==> src/hdl/cffp_pkg.sv <==
`timescale 1ns / 1ps
// ----------------------------------------------------------------------------
// cffp_pkg
// Shared types and codes of the camera frame field parser: parser phases,
// configuration register indexes and register reset values.
// ----------------------------------------------------------------------------
package cffp_pkg;

    typedef logic [7:0] t_byte;
    typedef logic [1:0] t_phase;
    typedef logic [1:0] t_cfg_idx;

    // parser phases
    localparam t_phase PH_WAIT_FIRST  = 2'd0;
    localparam t_phase PH_WAIT_SECOND = 2'd1;
    localparam t_phase PH_STORE       = 2'd2;
    localparam t_phase PH_DROP        = 2'd3;

    // configuration register indexes
    localparam t_cfg_idx CFG_FIRST_HEADER  = 2'd0;
    localparam t_cfg_idx CFG_SECOND_HEADER = 2'd1;
    localparam t_cfg_idx CFG_END_MARKER    = 2'd2;

    // register reset values
    localparam t_byte RST_FIRST_HEADER  = 8'h2C;
    localparam t_byte RST_SECOND_HEADER = 8'h12;
    localparam t_byte RST_END_MARKER    = 8'h5B;

    // fewest stored bytes that give a full set of four fields
    localparam int MIN_FRAME = 5;

    // number of fields carried by one result
    localparam int NUM_FIELDS = 4;

endpackage

==> src/hdl/camera_frame_field_parser_unit.sv <==
`timescale 1ns / 1ps
// ----------------------------------------------------------------------------
// camera_frame_field_parser_unit
// Header-framed serial byte parser that extracts four signed fields per frame.
// ----------------------------------------------------------------------------
// Takes one received byte per beat and accepts a byte in every clock cycle
// while the result register is free or being emptied; a result appears in the
// cycle after the byte that ends its frame. A frame starts with the
// first_header byte followed by the second_header byte (both count as stored
// bytes) and ends when FRAME_DEPTH bytes are stored or the end_marker byte
// arrives. The result carries the four stored bytes just before the last
// one, as signed values; frames with fewer than five stored bytes give no
// result. The byte after a frame is always dropped. Only a four-byte history
// and a byte count are kept, so there is no clearing pass after reset. The
// rate is set by the single registered pass from the byte register to the
// result register; the input stalls only while a held result is stalled.
// ----------------------------------------------------------------------------
module camera_frame_field_parser_unit #(
    parameter int FRAME_DEPTH = 10
) (
    input  logic                    i_clk,
    input  logic                    i_rst_n,
    // configuration
    input  logic                    i_cfg_we,
    input  cffp_pkg::t_cfg_idx      i_cfg_idx,
    input  cffp_pkg::t_byte         i_cfg_data,
    // byte input
    input  logic                    i_valid,
    output logic                    o_stall,
    input  cffp_pkg::t_byte         i_rx_byte,
    // field output
    output logic                    o_valid,
    input  logic                    i_stall,
    output logic signed [7:0]       o_center_x,
    output logic signed [7:0]       o_center_y,
    output logic signed [7:0]       o_box_width,
    output logic signed [7:0]       o_box_height
);
    import cffp_pkg::*;

    localparam int CNT_W = $clog2(FRAME_DEPTH + 1);

    // configuration registers
    t_byte r_first_header;
    t_byte r_second_header;
    t_byte r_end_marker;

    // parser state
    t_phase           r_phase, n_phase;
    logic [CNT_W-1:0] r_count, n_count;
    t_byte            r_hist [NUM_FIELDS];   // index 0 is the newest stored byte
    logic             hist_shift;

    // result register
    logic             r_out_valid, n_out_valid;
    logic             emit;
    t_byte            r_field [NUM_FIELDS];

    logic             in_take;
    logic             out_take;
    logic [CNT_W-1:0] count_inc;

    // handshake
    assign out_take = r_out_valid & ~i_stall;
    assign o_stall  = r_out_valid & i_stall;
    assign in_take  = i_valid & ~o_stall;
    assign count_inc = r_count + CNT_W'(1);

    // configuration writes
    always_ff @(posedge i_clk) begin
        if (!i_rst_n) begin
            r_first_header  <= RST_FIRST_HEADER;
            r_second_header <= RST_SECOND_HEADER;
            r_end_marker    <= RST_END_MARKER;
        end else if (i_cfg_we) begin
            case (i_cfg_idx)
                CFG_FIRST_HEADER:  r_first_header  <= i_cfg_data;
                CFG_SECOND_HEADER: r_second_header <= i_cfg_data;
                CFG_END_MARKER:    r_end_marker    <= i_cfg_data;
                default: ;
            endcase
        end
    end

    // next phase, count and emit decision for one beat
    always_comb begin
        n_phase    = r_phase;
        n_count    = r_count;
        hist_shift = 1'b0;
        emit       = 1'b0;
        if (in_take) begin
            case (r_phase)
                PH_WAIT_FIRST: begin
                    if (i_rx_byte == r_first_header) begin
                        n_phase    = PH_WAIT_SECOND;
                        n_count    = CNT_W'(1);
                        hist_shift = 1'b1;
                    end else begin
                        n_count = '0;
                    end
                end
                PH_WAIT_SECOND: begin
                    if (i_rx_byte == r_second_header) begin
                        n_phase    = PH_STORE;
                        n_count    = count_inc;
                        hist_shift = 1'b1;
                    end else begin
                        n_phase = PH_WAIT_FIRST;
                        n_count = '0;
                    end
                end
                PH_STORE: begin
                    n_count    = count_inc;
                    hist_shift = 1'b1;
                    if (count_inc >= CNT_W'(FRAME_DEPTH) || i_rx_byte == r_end_marker) begin
                        n_phase = PH_DROP;
                        emit    = (count_inc >= CNT_W'(MIN_FRAME));
                    end
                end
                default: begin
                    n_phase = PH_WAIT_FIRST;
                    n_count = '0;
                end
            endcase
        end
    end

    // result valid: set by an emitting beat, cleared once taken
    always_comb begin
        n_out_valid = r_out_valid;
        if (out_take) begin
            n_out_valid = 1'b0;
        end
        if (emit) begin
            n_out_valid = 1'b1;
        end
    end

    // control registers
    always_ff @(posedge i_clk) begin
        if (!i_rst_n) begin
            r_phase     <= PH_WAIT_FIRST;
            r_count     <= '0;
            r_out_valid <= 1'b0;
        end else begin
            r_phase     <= n_phase;
            r_count     <= n_count;
            r_out_valid <= n_out_valid;
        end
    end

    // history of the last stored bytes
    always_ff @(posedge i_clk) begin
        if (hist_shift) begin
            r_hist[0] <= i_rx_byte;
            for (int k = 1; k < NUM_FIELDS; k++) begin
                r_hist[k] <= r_hist[k-1];
            end
        end
    end

    // result fields, oldest history byte first
    always_ff @(posedge i_clk) begin
        if (emit) begin
            for (int k = 0; k < NUM_FIELDS; k++) begin
                r_field[k] <= r_hist[NUM_FIELDS-1-k];
            end
        end
    end

    assign o_valid      = r_out_valid;
    assign o_center_x   = signed'(r_field[0]);
    assign o_center_y   = signed'(r_field[1]);
    assign o_box_width  = signed'(r_field[2]);
    assign o_box_height = signed'(r_field[3]);

endmodule

==> config.mk <==
export PLATFORM = sky130hd
export DESIGN_NAME = camera_frame_field_parser_unit
export DESIGN_NICKNAME = d
export VERILOG_FILES = /design/src/hdl/cffp_pkg.sv /design/src/hdl/camera_frame_field_parser_unit.sv
export SDC_FILE = /design/constraint.sdc
export NUM_CORES = 1
export LEC_CHECK = 0
export BUFFER_PORTS_ARGS = -buffer_cell sky130_fd_sc_hd__buf_2
export CAP_MARGIN = 5
export CORE_UTILIZATION = 46
export DETAILED_ROUTE_END_ITERATION = 10
export HOLD_SLACK_MARGIN = 0.1
export PLACE_DENSITY = 0.74
export SETUP_SLACK_MARGIN = 0.15
export SLEW_MARGIN = 20
export SYNTH_ARGS = -nofsm -noshare
export SYNTH_HDL_FRONTEND = slang
export SYNTH_SLANG_ARGS = --single-unit
==> constraint.sdc <==
create_clock -name i_clk -period 3.5 [get_ports i_clk]
set_input_delay 0 -clock i_clk [delete_from_list [all_inputs] [get_ports i_clk]]
set_output_delay 0 -clock i_clk [all_outputs]
set_load 0.01 [all_outputs]
======== After elaboration in Yosys (flattened, before gate mapping) ========
Memories as Yosys holds them, arrays and structs flattened.
Index checks and enable logic that the tools add are counted.
storage, ports and cells
  bits in registers ....................... 31
  bits in writable memories ............... 64
  bits of input ports ..................... 23
  word-level logic and storage cells ...... 53
  memories kept ........................... 2
memory list
  memory   words  width  read ports  clocked after memory_dff  write ports  RTL line                              source
  r_field  4      8      4           0                         4            camera_frame_field_parser_unit.sv:57  t_byte r_field [NUM_FIELDS];
  r_hist   4      8      4           0                         4            camera_frame_field_parser_unit.sv:51  t_byte r_hist [NUM_FIELDS];
operators by class
  add/subtract/negate cells ............... 1
  magnitude comparators ................... 2
  equality and inequality tests ........... 9
  multiplexer cells ....................... 20
  bitwise logic cells ..................... 5
  reduce and logical (&&, ||, !) cells .... 8
operators with widths
  kind                   number
  $eq A8 B8 Y1           3
  $mux W1                13
  $pmux W4 S3            1
  $mux W2                3
  $pmux W2 S3            1
  $reduce_and A2 Y1      3
  $add A4 B1 Y4 const B  1
  $eq A2 B1 Y1 const B   2
  $eq A2 B2 Y1 const B   2
  $ge A4 B3 Y1 const B   1
  $ge A4 B4 Y1 const B   1
  $logic_not A2 Y1       2
  $mux W4                1
  $ne A2 B2 Y1 const B   2
  $and A1 B1 Y1          3
  $pmux W1 S3            1
  $reduce_and A3 Y1      1
  $not A1 Y1             2
  $reduce_bool A2 Y1     1
  $logic_or A1 B1 Y1     1

======== Logic depth before layout (Yosys ltp) ========
  depth after elaboration ................. 8
  depth in mapped cells ................... 6
  depth with buffers taken out ............ 6

======== Least setup slack after synthesis ========
OpenSTA, ideal clock, no wires.
  kind .................................... register to register
  start point ............................. reg r_second_header[2]
  end point ............................... mem r_hist[0][0] in the netlist's numbering, enable pin
  library setup time ...................... 0.432 ns
  arrival time ............................ 2.484 ns
  required time ........................... 3.068 ns
  setup slack ............................. 0.585 ns
  stages on the path, launching flop included .. 6
  buffers on the path ..................... 0
  cells stage by stage .................... dfxtp_1 -> xnor2_1 -> nand3b_1 -> nor3_4 -> inv_1 -> a21oi_1
RTL lines
  what                      RTL line                              source
  start: declaration        camera_frame_field_parser_unit.sv:45  t_byte r_second_header;
  start signal: assignment  camera_frame_field_parser_unit.sv:78  CFG_SECOND_HEADER: r_second_header <= i_cfg_data;
  end: declaration          camera_frame_field_parser_unit.sv:51

==> summary.txt <==
Global route
  • Met2 Use GR: 0.245
  • Met3 usage: 0.0381
  • Met1 global-route usage: 0.201
  • GRT busiest layer: met2
  • Global-route wire length before repair: 9690 um
  • Total gr overflow: 0
  • Initial antenna violation count: 0
  • Largest net degree at the start of global routing: 35
  • Total GRT Usage: 0.157
  • Vias in the first global route: 2049

Timing
  • Max Slew Vio Count: 0
  • Final clock skew: 0.00769 ns
  • Unrepaired setup endpoints after global routing: false
  • Final setup viols: 0
  • Tightest Pin Transition: 0.972 ns
  • Crit share post-route: 0.648
  • Setup TNS Final: 0 ns
  • Fin. Hold Viols: 0
  • Period minus WS final: 2.27 ns
  • Worst rel slew slack: 0.351
  • Fmax: 441 MHz
  • Final Hold Slack: around 0.13 ns

Detailed routing
  • Drt drc: 0
  • Post-Route WL: 5900 um
  • DR vias/cell: between 4 and 5
  • DRT Pass-1 Iters: 4
  • Total number of vias: 2116
  • WL/cell: around 14 um
  • DR iter-0 viols: 103
  • Antenna viol nets, final: 0

Layout
  • Area growth, synth to finish: 22.9%
  • Layout cells sized above 1: 0.231
  • Nets: 354
  • Finished Cell Area: 0.00436 mm2
  • Inserted Diodes: 0

Clocking
  • Root Driver: clkbuf_8
  • Worst-path clk slew: 0.09 ns
  • CTS buffer count: 9
  • CTS-repair resized insts: 0
  • Setup bufs post-CTS: 0
  • CTS tree: done
  • Sink Count: 95
  • H-Tree Level Count: 3
  • Worst-skew pair later-pin latency: between 0.3 and 0.4 ns
  • CTS max path bufs: 2

Critical path
  • Crit. End Element: flop
  • Slowest CP cell: a21oi_4
  • CP Class: in -> reg
  • Crit Path Max Fanout: 32
  • R2r endpoint: r_hist[2][7]$_DFFE_PP_
  • Reg2reg path depth: 5
  • Worst EP arrival: 2.24 ns
  • Worst r2r src: r_second_header[0]$_SDFFE_PN0P_
  • Required @ worst endpoint: 3.47 ns
  • Worst R2R Setup Slack: 1.25 ns
  • Max incr delay on CP: 0.78 ns
  • Worst-path cell chain: dlygate4sd3_1, buf_2, xnor2_1, nand4_1, nor3_4, inv_1, a21oi_4
  • Startpoint Class: input port

Logic synthesis
  • Largest area contributor in the netlist: edfxtp_1
  • Post-synth EDFFs: 64
  • Share of the synthesized area in the top cell type: 0.542
  • Top_reg_cell synth: edfxtp_1
  • Mapped cell area: 0.00354 mm2
  • Top cells by area, synth: edfxtp_1, dfxtp_1, mux2i_1, xnor2_1, nand2_1
  • Yosys warns: 0
  • Fraction of registers with async set/reset: 0
  • Most numerous cell in the Yosys netlist: edfxtp_1
  • Syn Nets: about 270
  • Flops & latches, synth: 95
  • Mean Syn Cell Area: around 15 um2
  • Register area share after synthesis: 0.717
  • Syn Inst Count: 243
  • Most frequent cells after synthesis: edfxtp_1, dfxtp_1, nand2_1, mux2i_1, xnor2_1
  • Distinct cell type count after synthesis: 34

Power and ir drop
  • Tot Pwr: ~1.9 mW
  • Peak VDD IR: 249 uV
  • Combinational share of power: 0.057
  • Static Leakage: between 1.5 and 2 nW
  • Psw: 428 uW
  • Reg power frac: 0.620
  • Switching fraction of total power: 0.221
  • Design internal power: between 1.5 and 2 mW
  • Cell Pwr Density: ~450 mW/mm2
  • Clock share of power: 0.324

Placed design
  • Detailed placement HPWL: around 3900 um
  • Global placer's final weighted congestion: 0.729
  • Port bufs: 56
  • Placed inst area: 0.00395 mm2

Worst hold path
  • Type of the worst min-delay path: in -> reg
  • Hold path start: i_valid
  • End of the worst hold path: r_count[1]$_SDFFE_PN0P_
  • Hold Crit Depth: 4

Floorplan
  • Starting Density: 0.481
  • Die W: 89.8 um
  • Die area: ~0.008 mm2
  • Core Footprint: 0.00737 mm2
  • Die Height: 89.8 um
  • Site Rows: 31
  • I/O pin total: 57

Job
  • Max Cap Violations: 0

Run status
  • Run status: finished clean
## sequential cells by signal, indices dropped and copies added, names as in the netlist
| signal | flops |
|---|---|
| r_count | 4 |
| r_second_header | 8 |
| r_first_header | 8 |
| r_end_marker | 8 |
| r_hist | 32 |
| o_valid | 1 |
| r_field | 32 |
| r_phase | 2 |
## worst max-delay path by stage
| stage | start | endpoint | slack, ns | cells past startpoint |
|---|---|---|---|---|
| after floorplan | r_second_header[2]$_SDFFE_PN0P_ | r_hist[0][0]$_DFFE_PP_ | 0.58 | 5 |
| after global placement | r_second_header[0]$_SDFFE_PN0P_ | r_hist[3][3]$_DFFE_PP_ | 1.31 | 5 |
| after detailed placement | r_second_header[0]$_SDFFE_PN0P_ | r_hist[3][3]$_DFFE_PP_ | 1.25 | 5 |
| after CTS | r_second_header[0]$_SDFFE_PN0P_ | r_hist[2][7]$_DFFE_PP_ | 1.24 | 5 |
| after global routing | r_second_header[1]$_SDFFE_PN1P_ | r_hist[2][7]$_DFFE_PP_ | 1.08 | 5 |
| final | i_rx_byte[0] | r_hist[2][7]$_DFFE_PP_ | 1.23 | 7 |
## through the flow
stage | std cells | utilization | setup slack (ns)
after floorplan | 243 | - | 0.585
after global placement | 393 | 0.536 | 1.31
after detailed placement | 393 | 0.536 | 1.25
after CTS | 432 | 0.591 | 1.24
after global routing | 432 | 0.591 | 1.08
final | 432 | 0.591 | 1.23
## routing by layer
| metal | wire, um | vias up | share of wire |
|---|---|---|---|
| li1 | - | 1040 | - |
| met1 | 2820 | 1001 | 0.48 |
| met2 | 2740 | 63 | 0.46 |
| met3 | 214 | 12 | 0.036 |
| met5 | 0 | - | 0 |
| met4 | 126 | 0 | 0.021 |
## worst max-delay path: cells and delay by family
kind                      cells  cell delay [ns]
AOI/OAI and AO/OA             1             0.78
xor gates and xnor gates      1             0.16
buffers and inverters         3             0.82
and+or+nand+nor               2             0.48
## timing repair
| item | 4_1_cts | 5_1_grt |
|---|---|---|
| hold buffers | 23 | 0 |
| endpoints found under the setup margin | 0 | 0 |
| endpoints found under the hold margin | 33 | 0 |
## area by class of cell
cell class | instances | area, um2
clock buffer | 10 | 128
clock inverter | 6 | 45.0
fill | 591 | 3010
inverter | 4 | 15.0
multi-input combinational | 137 | 976
sequential | 95 | 2540
tap | 99 | 124
timing repair buffer | 81 | 526
## power by group through the flow
stage / registers (mW) / clock network [mW] / logic [mW]
5_1_grt: 1.20 / 0.704 / 0.119
2_1_floorplan: 1.23 / 0 / 0.0554
6_report: 1.20 / 0.628 / 0.110
3_3_place_gp: 1.23 / 0 / 0.0892
4_1_cts: 1.20 / 0.648 / 0.109
3_5_place_dp: 1.23 / 0 / 0.0902
## kinds of logic after synthesis
family	Yosys count	share of synthesized area
mux	16	0.0452
simple gates	74	0.113
compound gates	19	0.0399
xor+xnor	25	0.0618
buf+inv	11	0.0127
fa+ha+maj	3	0.0106
flops	95	0.717
## cells in the final DEF, fill, tap and decap left out, types with 2 or more instances in the layout
| cell | n |
|---|---|
| a21boi_0 | 4 |
| a21oi_1 | 3 |
| and3_1 | 2 |
| buf_2 | 56 |
| buf_4 | 2 |
| clkbuf_8 | 9 |
| clkinv_4 | 2 |
| clkinvlp_4 | 2 |
| dfxtp_1 | 31 |
| dlygate4sd3_1 | 23 |
| edfxtp_1 | 64 |
| ha_1 | 3 |
| inv_1 | 4 |
| mux2i_1 | 16 |
| nand2_1 | 29 |
| nand3_1 | 11 |
| nand3b_1 | 3 |
| nand4_1 | 4 |
| nor2_1 | 3 |
| nor2b_1 | 15 |
| nor4_2 | 2 |
| o211ai_1 | 2 |
| xnor2_1 | 16 |
| xor2_1 | 9 |
Power figures use the tool's default switching activity.
